## config.mk

```make
export PLATFORM = sky130hd
export DESIGN_NAME = bfp_radix2_butterfly_combine
export DESIGN_NICKNAME = d
export VERILOG_FILES = /design/src/sv/bfp_r2bf_pkg.sv /design/src/sv/bfp_r2bf_align.sv /design/src/sv/bfp_r2bf_cmul.sv /design/src/sv/bfp_r2bf_bfly.sv /design/src/sv/bfp_radix2_butterfly_combine.sv
export SDC_FILE = /design/constraint.sdc
export NUM_CORES = 2
export LEC_CHECK = 0
export ABC_CLOCK_PERIOD_IN_PS = 46100
export BUFFER_PORTS_ARGS = -buffer_cell sky130_fd_sc_hd__buf_2
export CORE_UTILIZATION = 45
export DETAILED_ROUTE_END_ITERATION = 8
export SKIP_LAST_GASP = 1
export SYNTH_ARGS = -nofsm -noshare
export SYNTH_HDL_FRONTEND = slang
export SYNTH_SLANG_ARGS = --single-unit
```

## constraint.sdc

```tcl
create_clock -name i_clk -period 46.1 [get_ports i_clk]
set_clock_uncertainty 0.2 [all_clocks]
set_input_delay 9.22 -clock i_clk [delete_from_list [all_inputs] [get_ports i_clk]]
set_output_delay 9.22 -clock i_clk [all_outputs]
set_load 0.02 [all_outputs]
```

## src/sv/bfp_r2bf_pkg.sv

```systemverilog
// Types and constants shared by the block floating point butterfly.
package bfp_r2bf_pkg;

    localparam int unsigned CFG_INDEX_W = 8;
    localparam int unsigned CFG_DATA_W  = 16;
    localparam int unsigned EXP_W       = 4;

    localparam logic [CFG_INDEX_W-1:0] REG_EXP_EVEN = 8'd0;
    localparam logic [CFG_INDEX_W-1:0] REG_EXP_ODD  = 8'd1;

    typedef struct packed {
        logic signed [15:0] even_re;
        logic signed [15:0] even_im;
        logic signed [15:0] odd_re;
        logic signed [15:0] odd_im;
        logic signed [15:0] twiddle_re;
        logic signed [15:0] twiddle_im;
    } t_in_item;

    typedef struct packed {
        logic signed [15:0] sum_re;
        logic signed [15:0] sum_im;
        logic signed [15:0] diff_re;
        logic signed [15:0] diff_im;
    } t_out_item;

    typedef struct packed {
        logic [EXP_W-1:0] exp_even;
        logic [EXP_W-1:0] exp_odd;
    } t_cfg;

    typedef struct packed {
        logic signed [15:0] er;
        logic signed [15:0] ei;
        logic signed [15:0] orr;
        logic signed [15:0] oi;
        logic signed [15:0] wr;
        logic signed [15:0] wi;
    } t_aln;

    typedef struct packed {
        logic signed [15:0] er;
        logic signed [15:0] ei;
        logic signed [17:0] tr;
        logic signed [17:0] ti;
    } t_tw;

endpackage

```

## src/sv/bfp_r2bf_align.sv

```systemverilog
// Exponent alignment stage: shifts both operands to the common block exponent.
module bfp_r2bf_align (
    input  logic                  i_clk,
    input  logic                  i_rst_n,
    input  logic                  i_valid,
    input  bfp_r2bf_pkg::t_in_item i_data,
    input  bfp_r2bf_pkg::t_cfg    i_cfg,
    input  logic                  i_ready,
    output logic                  o_ready,
    output logic                  o_valid,
    output bfp_r2bf_pkg::t_aln    o_data
);
    import bfp_r2bf_pkg::*;

    logic             r_valid;
    t_aln             r_data;
    t_aln             n_data;
    logic [EXP_W-1:0] common;
    logic [EXP_W-1:0] sh_e;
    logic [EXP_W-1:0] sh_o;

    assign o_ready = !r_valid || i_ready;

    always_comb begin
        common = (i_cfg.exp_even > i_cfg.exp_odd) ? i_cfg.exp_even : i_cfg.exp_odd;
        sh_e   = common - i_cfg.exp_even;
        sh_o   = common - i_cfg.exp_odd;
        n_data.er  = $signed(i_data.even_re) >>> sh_e;
        n_data.ei  = $signed(i_data.even_im) >>> sh_e;
        n_data.orr = $signed(i_data.odd_re) >>> sh_o;
        n_data.oi  = $signed(i_data.odd_im) >>> sh_o;
        n_data.wr  = i_data.twiddle_re;
        n_data.wi  = i_data.twiddle_im;
    end

    always_ff @(posedge i_clk) begin
        if (!i_rst_n) begin
            r_valid <= 1'b0;
        end else if (o_ready) begin
            r_valid <= i_valid;
        end
    end

    always_ff @(posedge i_clk) begin
        if (o_ready && i_valid) begin
            r_data <= n_data;
        end
    end

    assign o_valid = r_valid;
    assign o_data  = r_data;

endmodule

```

## src/sv/bfp_r2bf_cmul.sv

```systemverilog
// Twiddle multiply: a product stage followed by a combine and Q15 rescale stage.
module bfp_r2bf_cmul (
    input  logic               i_clk,
    input  logic               i_rst_n,
    input  logic               i_valid,
    input  bfp_r2bf_pkg::t_aln i_data,
    input  logic               i_ready,
    output logic               o_ready,
    output logic               o_valid,
    output bfp_r2bf_pkg::t_tw  o_data
);
    import bfp_r2bf_pkg::*;

    logic               r_valid_p;
    logic               r_valid_t;
    logic               ready_p;
    logic               ready_t;
    logic signed [15:0] r_er_p;
    logic signed [15:0] r_ei_p;
    logic signed [31:0] r_p_rr;
    logic signed [31:0] r_p_ii;
    logic signed [31:0] r_p_ri;
    logic signed [31:0] r_p_ir;
    logic signed [31:0] n_p_rr;
    logic signed [31:0] n_p_ii;
    logic signed [31:0] n_p_ri;
    logic signed [31:0] n_p_ir;
    logic signed [32:0] n_d_re;
    logic signed [32:0] n_d_im;
    logic signed [32:0] sh_re;
    logic signed [32:0] sh_im;
    t_tw                r_data;

    assign ready_t = !r_valid_t || i_ready;
    assign ready_p = !r_valid_p || ready_t;
    assign o_ready = ready_p;

    always_comb begin
        n_p_rr = i_data.wr * i_data.orr;
        n_p_ii = i_data.wi * i_data.oi;
        n_p_ri = i_data.wr * i_data.oi;
        n_p_ir = i_data.wi * i_data.orr;
        n_d_re = $signed({r_p_rr[31], r_p_rr}) - $signed({r_p_ii[31], r_p_ii});
        n_d_im = $signed({r_p_ri[31], r_p_ri}) + $signed({r_p_ir[31], r_p_ir});
        sh_re  = n_d_re >>> 15;
        sh_im  = n_d_im >>> 15;
    end

    always_ff @(posedge i_clk) begin
        if (!i_rst_n) begin
            r_valid_p <= 1'b0;
            r_valid_t <= 1'b0;
        end else begin
            if (ready_p) begin
                r_valid_p <= i_valid;
            end
            if (ready_t) begin
                r_valid_t <= r_valid_p;
            end
        end
    end

    always_ff @(posedge i_clk) begin
        if (ready_p && i_valid) begin
            r_er_p <= i_data.er;
            r_ei_p <= i_data.ei;
            r_p_rr <= n_p_rr;
            r_p_ii <= n_p_ii;
            r_p_ri <= n_p_ri;
            r_p_ir <= n_p_ir;
        end
        if (ready_t && r_valid_p) begin
            r_data.er <= r_er_p;
            r_data.ei <= r_ei_p;
            r_data.tr <= sh_re[17:0];
            r_data.ti <= sh_im[17:0];
        end
    end

    assign o_valid = r_valid_t;
    assign o_data  = r_data;

endmodule

```

## src/sv/bfp_r2bf_bfly.sv

```systemverilog
// Butterfly output stage: sum and difference, halved and saturated to 16 bits.
module bfp_r2bf_bfly (
    input  logic                    i_clk,
    input  logic                    i_rst_n,
    input  logic                    i_valid,
    input  bfp_r2bf_pkg::t_tw       i_data,
    input  logic                    i_stall,
    output logic                    o_ready,
    output logic                    o_valid,
    output bfp_r2bf_pkg::t_out_item o_data
);
    import bfp_r2bf_pkg::*;

    localparam logic signed [18:0] SAT_MAX = 19'sd32767;
    localparam logic signed [18:0] SAT_MIN = -19'sd32768;

    function automatic logic [15:0] sat16(input logic signed [18:0] v);
        logic [15:0] res;
        if (v > SAT_MAX) begin
            res = SAT_MAX[15:0];
        end else if (v < SAT_MIN) begin
            res = SAT_MIN[15:0];
        end else begin
            res = v[15:0];
        end
        return res;
    endfunction

    logic               r_valid;
    t_out_item          r_data;
    t_out_item          n_data;
    logic signed [18:0] er_x;
    logic signed [18:0] ei_x;
    logic signed [18:0] tr_x;
    logic signed [18:0] ti_x;
    logic signed [18:0] s_re;
    logic signed [18:0] s_im;
    logic signed [18:0] d_re;
    logic signed [18:0] d_im;

    assign o_ready = !r_valid || !i_stall;

    always_comb begin
        er_x = $signed({{3{i_data.er[15]}}, i_data.er});
        ei_x = $signed({{3{i_data.ei[15]}}, i_data.ei});
        tr_x = $signed({i_data.tr[17], i_data.tr});
        ti_x = $signed({i_data.ti[17], i_data.ti});
        s_re = (er_x + tr_x) >>> 1;
        s_im = (ei_x + ti_x) >>> 1;
        d_re = (er_x - tr_x) >>> 1;
        d_im = (ei_x - ti_x) >>> 1;
        n_data.sum_re  = sat16(s_re);
        n_data.sum_im  = sat16(s_im);
        n_data.diff_re = sat16(d_re);
        n_data.diff_im = sat16(d_im);
    end

    always_ff @(posedge i_clk) begin
        if (!i_rst_n) begin
            r_valid <= 1'b0;
        end else if (o_ready) begin
            r_valid <= i_valid;
        end
    end

    always_ff @(posedge i_clk) begin
        if (o_ready && i_valid) begin
            r_data <= n_data;
        end
    end

    assign o_valid = r_valid;
    assign o_data  = r_data;

endmodule

```

## src/sv/bfp_radix2_butterfly_combine.sv

```systemverilog
// Radix-2 block floating point butterfly, top level with exponent registers.
// Each accepted request passes through the align, product, rescale and butterfly
// register stages to its result; one request is taken every cycle while o_in_stall is low.
// A stalled output holds each stage that is full, and a bubble in any stage is filled.
// Synchronous active-low reset empties every stage and sets both exponents to zero.
// The configuration port is always ready.
module bfp_radix2_butterfly_combine (
    input  logic                                   i_clk,
    input  logic                                   i_rst_n,
    input  logic                                   i_in_valid,
    output logic                                   o_in_stall,
    input  bfp_r2bf_pkg::t_in_item                 i_in_data,
    output logic                                   o_out_valid,
    input  logic                                   i_out_stall,
    output bfp_r2bf_pkg::t_out_item                o_out_data,
    input  logic                                   i_cfg_valid,
    output logic                                   o_cfg_ready,
    input  logic [bfp_r2bf_pkg::CFG_INDEX_W-1:0]   i_cfg_index,
    input  logic [bfp_r2bf_pkg::CFG_DATA_W-1:0]    i_cfg_data
);
    import bfp_r2bf_pkg::*;

    logic [EXP_W-1:0] r_exp_even;
    logic [EXP_W-1:0] r_exp_odd;
    t_cfg             cfg;
    logic             aln_ready;
    logic             aln_valid;
    t_aln             aln_data;
    logic             mul_ready;
    logic             mul_valid;
    t_tw              mul_data;
    logic             bfl_ready;

    assign o_cfg_ready = 1'b1;

    always_ff @(posedge i_clk) begin
        if (!i_rst_n) begin
            r_exp_even <= '0;
            r_exp_odd  <= '0;
        end else if (i_cfg_valid && o_cfg_ready) begin
            case (i_cfg_index)
                REG_EXP_EVEN: r_exp_even <= i_cfg_data[EXP_W-1:0];
                REG_EXP_ODD:  r_exp_odd  <= i_cfg_data[EXP_W-1:0];
                default: begin
                end
            endcase
        end
    end

    assign cfg.exp_even = r_exp_even;
    assign cfg.exp_odd  = r_exp_odd;
    assign o_in_stall   = !aln_ready;

    bfp_r2bf_align u_align (
        .i_clk   (i_clk),
        .i_rst_n (i_rst_n),
        .i_valid (i_in_valid),
        .i_data  (i_in_data),
        .i_cfg   (cfg),
        .i_ready (mul_ready),
        .o_ready (aln_ready),
        .o_valid (aln_valid),
        .o_data  (aln_data)
    );

    bfp_r2bf_cmul u_cmul (
        .i_clk   (i_clk),
        .i_rst_n (i_rst_n),
        .i_valid (aln_valid),
        .i_data  (aln_data),
        .i_ready (bfl_ready),
        .o_ready (mul_ready),
        .o_valid (mul_valid),
        .o_data  (mul_data)
    );

    bfp_r2bf_bfly u_bfly (
        .i_clk   (i_clk),
        .i_rst_n (i_rst_n),
        .i_valid (mul_valid),
        .i_data  (mul_data),
        .i_stall (i_out_stall),
        .o_ready (bfl_ready),
        .o_valid (o_out_valid),
        .o_data  (o_out_data)
    );

endmodule

```

-- Word level (Yosys, flattened, before mapping)
Cells that the tools add are included.
- word-level logic and storage cells: 74
- output and inout bits: 67
- memories: 0
- input bits: 125
- bits in writable memories: 0
- flip-flop bits (word level): 400
- memory bits (read-only): 0
- latch bits: 0
- div/mod/pow operators: 0
- shift operators: 4
- order comparisons: 9
- add/sub/neg operators: 8
- bitwise gates (word level): 0
- reductions and logical operators: 17
- equal/unequal tests: 1
- multiply operators: 4
- mux-type cells: 5
- operators by type and width (kind ; number):
    $mul 16x16->32 ; 4
    $gt 18x16->1 const B ; 4
    $lt 18x16->1 const B ; 4
    $mux 16 ; 4
    $sshr 16x4->16 ; 4
    $add 16x18->19 ; 2
    $sub 16x18->19 ; 2
    $add 32x32->33 ; 1
    $sub 32x32->33 ; 1
    $eq 8x1->1 const B ; 1
    $logic_not 8->1 ; 1
    $sub 4x4->4 ; 2
    $logic_not 1->1 ; 6
    $gt 4x4->1 ; 1
    $logic_and 1x1->1 ; 4
    $logic_or 1x1->1 ; 4
    $mux 4 ; 1
    $reduce_and 2->1 ; 2

-- Logic depth before layout (Yosys ltp)
- depth in word-level cells: 6
- gate-level depth with buffers: 26
- gate-level depth less buffers: 25

-- Modules after synthesis
From an unflattened synthesis, not the netlist that was laid out.
- cells, all modules: 6134
- area, all modules: 61036.0 um2
- modules (own cells, without submodules) (module ; instances ; area an instance (um2) ; sequential area each (um2) ; cells each):
    bfp_r2bf_cmul ; 1 ; 48425.2 ; 6886.6 ; 4878
    bfp_r2bf_bfly ; 1 ; 6127.1 ; 1941.9 ; 686
    bfp_r2bf_align ; 1 ; 6113.4 ; 2902.8 ; 533
    bfp_radix2_butterfly_combine ; 1 ; 370.4 ; 160.2 ; 37

-- Worst setup path after synthesis
Ideal clock, no wire load.
- path kind: in2reg
- from: input port i_out_stall
- to: register u_cmul.r_ei_p[0] (enable)
- buffers on the path: 0
- data required time: 44975 ps
- setup slack: 23989 ps
- data arrival time: 20986 ps
- setup time: 925 ps
- cell stages on the path: 2
- path through: and3_1 -> a21boi_0
- cells in the longest elaborated chain, start to end: 5
- RTL lines (what ; RTL line ; source):
    from (decl) ; bfp_radix2_butterfly_combine.sv:14 ; input logic i_out_stall,
    $logic_not 1->1 ; bfp_r2bf_bfly.sv:41 ; assign o_ready = !r_valid || !i_stall;
    $logic_or 1x1->1 ; bfp_r2bf_bfly.sv:41 ;
    $logic_or 1x1->1 ; bfp_r2bf_cmul.sv:34 ; assign ready_t = !r_valid_t || i_ready;
    $logic_or 1x1->1 ; bfp_r2bf_cmul.sv:35 ; assign ready_p = !r_valid_p || ready_t;
    $logic_and 1x1->1 ; bfp_r2bf_cmul.sv:64 ; if (ready_p && i_valid) begin
    to (signal assigned) ; bfp_r2bf_cmul.sv:66 ; r_ei_p <= i_data.ei;
    to (decl) ; bfp_r2bf_cmul.sv:19 ; logic signed [15:0] r_ei_p;
Every way passes these cells.
A chain may end at the register's enable or synchronous reset.

-- Worst setup path in the final report
- from: input port i_out_stall
- to: output port o_in_stall
- cells in the longest elaborated chain, start to end: 6
- RTL lines (what ; RTL line ; source):
    $logic_not 1->1 ; bfp_r2bf_bfly.sv:41 ;
    $logic_or 1x1->1 ; bfp_r2bf_bfly.sv:41 ;
    $logic_or 1x1->1 ; bfp_r2bf_cmul.sv:34 ;
    $logic_or 1x1->1 ; bfp_r2bf_cmul.sv:35 ;
    $logic_or 1x1->1 ; bfp_r2bf_align.sv:22 ; assign o_ready = !r_valid || i_ready;
    $logic_not 1->1 ; bfp_radix2_butterfly_combine.sv:52 ; assign o_in_stall = !aln_ready;
    to (decl) ; bfp_radix2_butterfly_combine.sv:11 ; output logic o_in_stall,
Every way passes these cells.

==> impl_metrics.tcl <==
set metrics [dict create \
    clockBufferDepth 3 \
    wl_met1_mm 65.8 \
    insertion_delay_ns 0.66 \
    start_util_pct 45.6 \
    syn_nets 7653 \
    pin_count 192 \
    worst-path-max-fanout 5 \
    core-area_mm2 0.132 \
    overflow 0 \
    dr.pass1.iters 6 \
    setup_ws_ns 26.51 \
    period_share_pct 42.5 \
    wl_per_cell_um 18.5 \
    slowest_stage "and3_1" \
    finalHoldViolCount 0 \
    status "completed" \
    dpl_cell_area_mm2 0.0630 \
    drive_gt1_share_pct 7.00 \
    syn_area_per_cell_um2 10.0 \
    critPathKind "in2out" \
    syn2layout_area_growth_pct 7.30 \
    cts_made_buffers 51 \
    final_area_mm2 0.0647 \
    ys_ff_latch 400 \
    slowest_delay_ns 0.34 \
    grtUsageTotal_pct 22.2 \
    rsz0062_at_grt "no" \
    dieArea_mm2 0.135 \
    ant_nets 0 \
    grt_antenna_before_repair 3 \
    grt_pass1_vias 43700 \
    postCtsSetupRepairBufs 0 \
    required_ns 36.68 \
    die_width_um 368 \
    synth.area.top_cells "fa_1 35%, edfxtp_1 19%, ha_1 9.7%" \
    synth_top_area_share_pct 35.0 \
    grt_max_degree 159 \
    syn_inst 6006 \
    fill_cells 12200 \
    drt_iter0_markers 2427 \
    max_freq_mhz 51.0 \
    synth_top_cell_by_area "fa_1" \
    cts_root_buffer "clkbuf_16" \
    final_nets 7704 \
    worstPathArrival_ns 10.17 \
    num_antenna_cells 0 \
    synthArstFlopShare_pct 0 \
    port-buffer-count 178 \
    holdBufCountCts 0 \
    dp_hpwl_mm 113 \
    cp-end-kind "primary output" \
    drcViolationCount 0 \
    hold_path_class "reg2reg" \
    synth_flop_cell "edfxtp_1" \
    clk_pin_slew_ns 0.06 \
    ctsResizeCount 0 \
    final_util_pct 48.9 \
    fin_tns_setup_ns 0 \
    drv_cap 0 \
    synth_edf_count 388 \
    synth_common_cells "1,297 x inv_1, 1,054 x fa_1, 578 x nand2_1" \
    synth_area_mm2 0.0603 \
    row_count 133 \
    wirelength_mm 146 \
    yosysMostFrequentCell "inv_1" \
    post-place-ws_ns 26.50 \
    gp_congestion 0.902 \
    wl_met3_mm 7.71 \
    grt_first_pass_wirelength_mm 237 \
    period_minus_slack_ns 19.59 \
    htree_levels 2 \
    highest_layer "met4" \
    start_kind "input pin" \
    cts_tree "done" \
    tightest_slew_ns 1.33 \
    setup_viol 0 \
    via_per_inst 5.18 \
    yosys_warnings 0 \
    ys_seq_area_share_pct 19.7 \
    path_cells "buf_2, and3_1, and3_1, buf_2" \
    die_h_um 368 \
    routed-wl-met2_mm 66.4 \
    drv_slew 0 \
    vias 40700 \
    relSlewSlack_pct 10.9 \
    clock-sinks 400 \
    synth_cell_type_count 91 \
]
[layer usage]
metal | vias to the layer above | global-route usage [%]
li1 | 18800 | -
met1 | 20600 | 31.1
met2 | 1078 | 35.9
met3 | 188 | 2.50
met4 | 0 | 7.71
met5 | - | 0
[path summary, 6_finish.rpt]
kind | to | from | slack, ns | cells after the start
setup / recovery | o_in_stall | i_out_stall | 26.51 | 4
hold / removal | u_cmul.r_er_p[6] | u_align.o_data[86] | 0.21 | 0
setup reg to reg | u_cmul.r_p_ii[31] | u_align.o_data[47] | 37.95 | 21
hold reg to reg | u_cmul.r_er_p[6] | u_align.o_data[86] | 0.21 | 0
[area by class of cell]
type / count / area (µm²) / share of cell area (%)
Inverter: 1297 / 4870 / 7.52
Tap cell: 1755 / 2200 / 3.39
Clock inverter: 30 / 317 / 0.489
Timing Repair Buffer: 250 / 1440 / 2.23
Clock buffer: 62 / 1350 / 2.08
Multi-Input combinational cell: 4057 / 42600 / 65.9
Sequential cell: 400 / 11900 / 18.4
[stage by stage]
step	cells	hold WS [ns]
after CTS	7851	0.212
final	7851	0.211
after detailed placement	7759	0.205
after global routing	7851	0.217
after floorplan	6006	0.200
after global placement	7759	0.200
[worst max-delay path, delay by kind of cell]
kind / cells / cell delay [ns]
buffers and inverters: 2 / 0.32
AND/OR/NAND/NOR: 2 / 0.63
[cell families (layout without fill, tap and decap cells)]
kind of cell / after synthesis / in the layout / share of synthesized area, %
adders and majority gates: 1522 / 1522 / 44.7
buffers and inverters: 1549 / 1639 / 9.71
other: 1 / 1 / 0.00622
xor gates and xnor gates: 223 / 223 / 3.24
muxes: 107 / 107 / 2.63
and+or+nand+nor: 1502 / 1502 / 12.4
DFF: 400 / 400 / 19.7
AOI/OAI and AO/OA: 702 / 702 / 7.58
[state kept, by name (all words and copies together) (netlist names)]
name,count
u_bfly.o_valid,1
u_cmul.r_valid_p,1
u_cmul.o_valid,1
u_cmul.r_er_p,16
r_exp_odd,4
u_cmul.r_p_rr,32
u_cmul.r_p_ir,32
u_align.o_data,96
r_exp_even,4
u_cmul.o_data,68
u_bfly.o_data,64
u_cmul.r_p_ii,32
u_align.o_valid,1
u_cmul.r_ei_p,16
u_cmul.r_p_ri,32
[placed cells by master, fill, tap and decap left out, types with 8 or more instances in the layout]
master / count
inv_1: 1297
a211o_1: 8
nand4_1: 11
nor3_1: 36
xor2_1: 51
mux4_2: 40
fa_1: 1052
o211ai_1: 12
o21a_1: 31
nand3_1: 38
buf_2: 178
buf_4: 71
xnor2_1: 168
nand2_1: 578
and3_1: 25
nor2b_1: 44
mux2i_1: 57
and2_1: 490
a21oi_1: 219
clkbuf_16: 52
or2_2: 9
nor2_1: 176
o21ai_0: 123
o21ai_1: 16
a31o_2: 10
dfxtp_1: 12
mux2_2: 10
ha_1: 467
clkinv_1: 9
edfxtp_1: 388
nand2b_1: 46
o21bai_1: 34
clkbuf_1: 9
a21o_1: 128
a211oi_1: 30
Power is left out: the tool's default activity adds up to more than one toggle a clock period on the data nets, which glitch-free logic cannot reach.
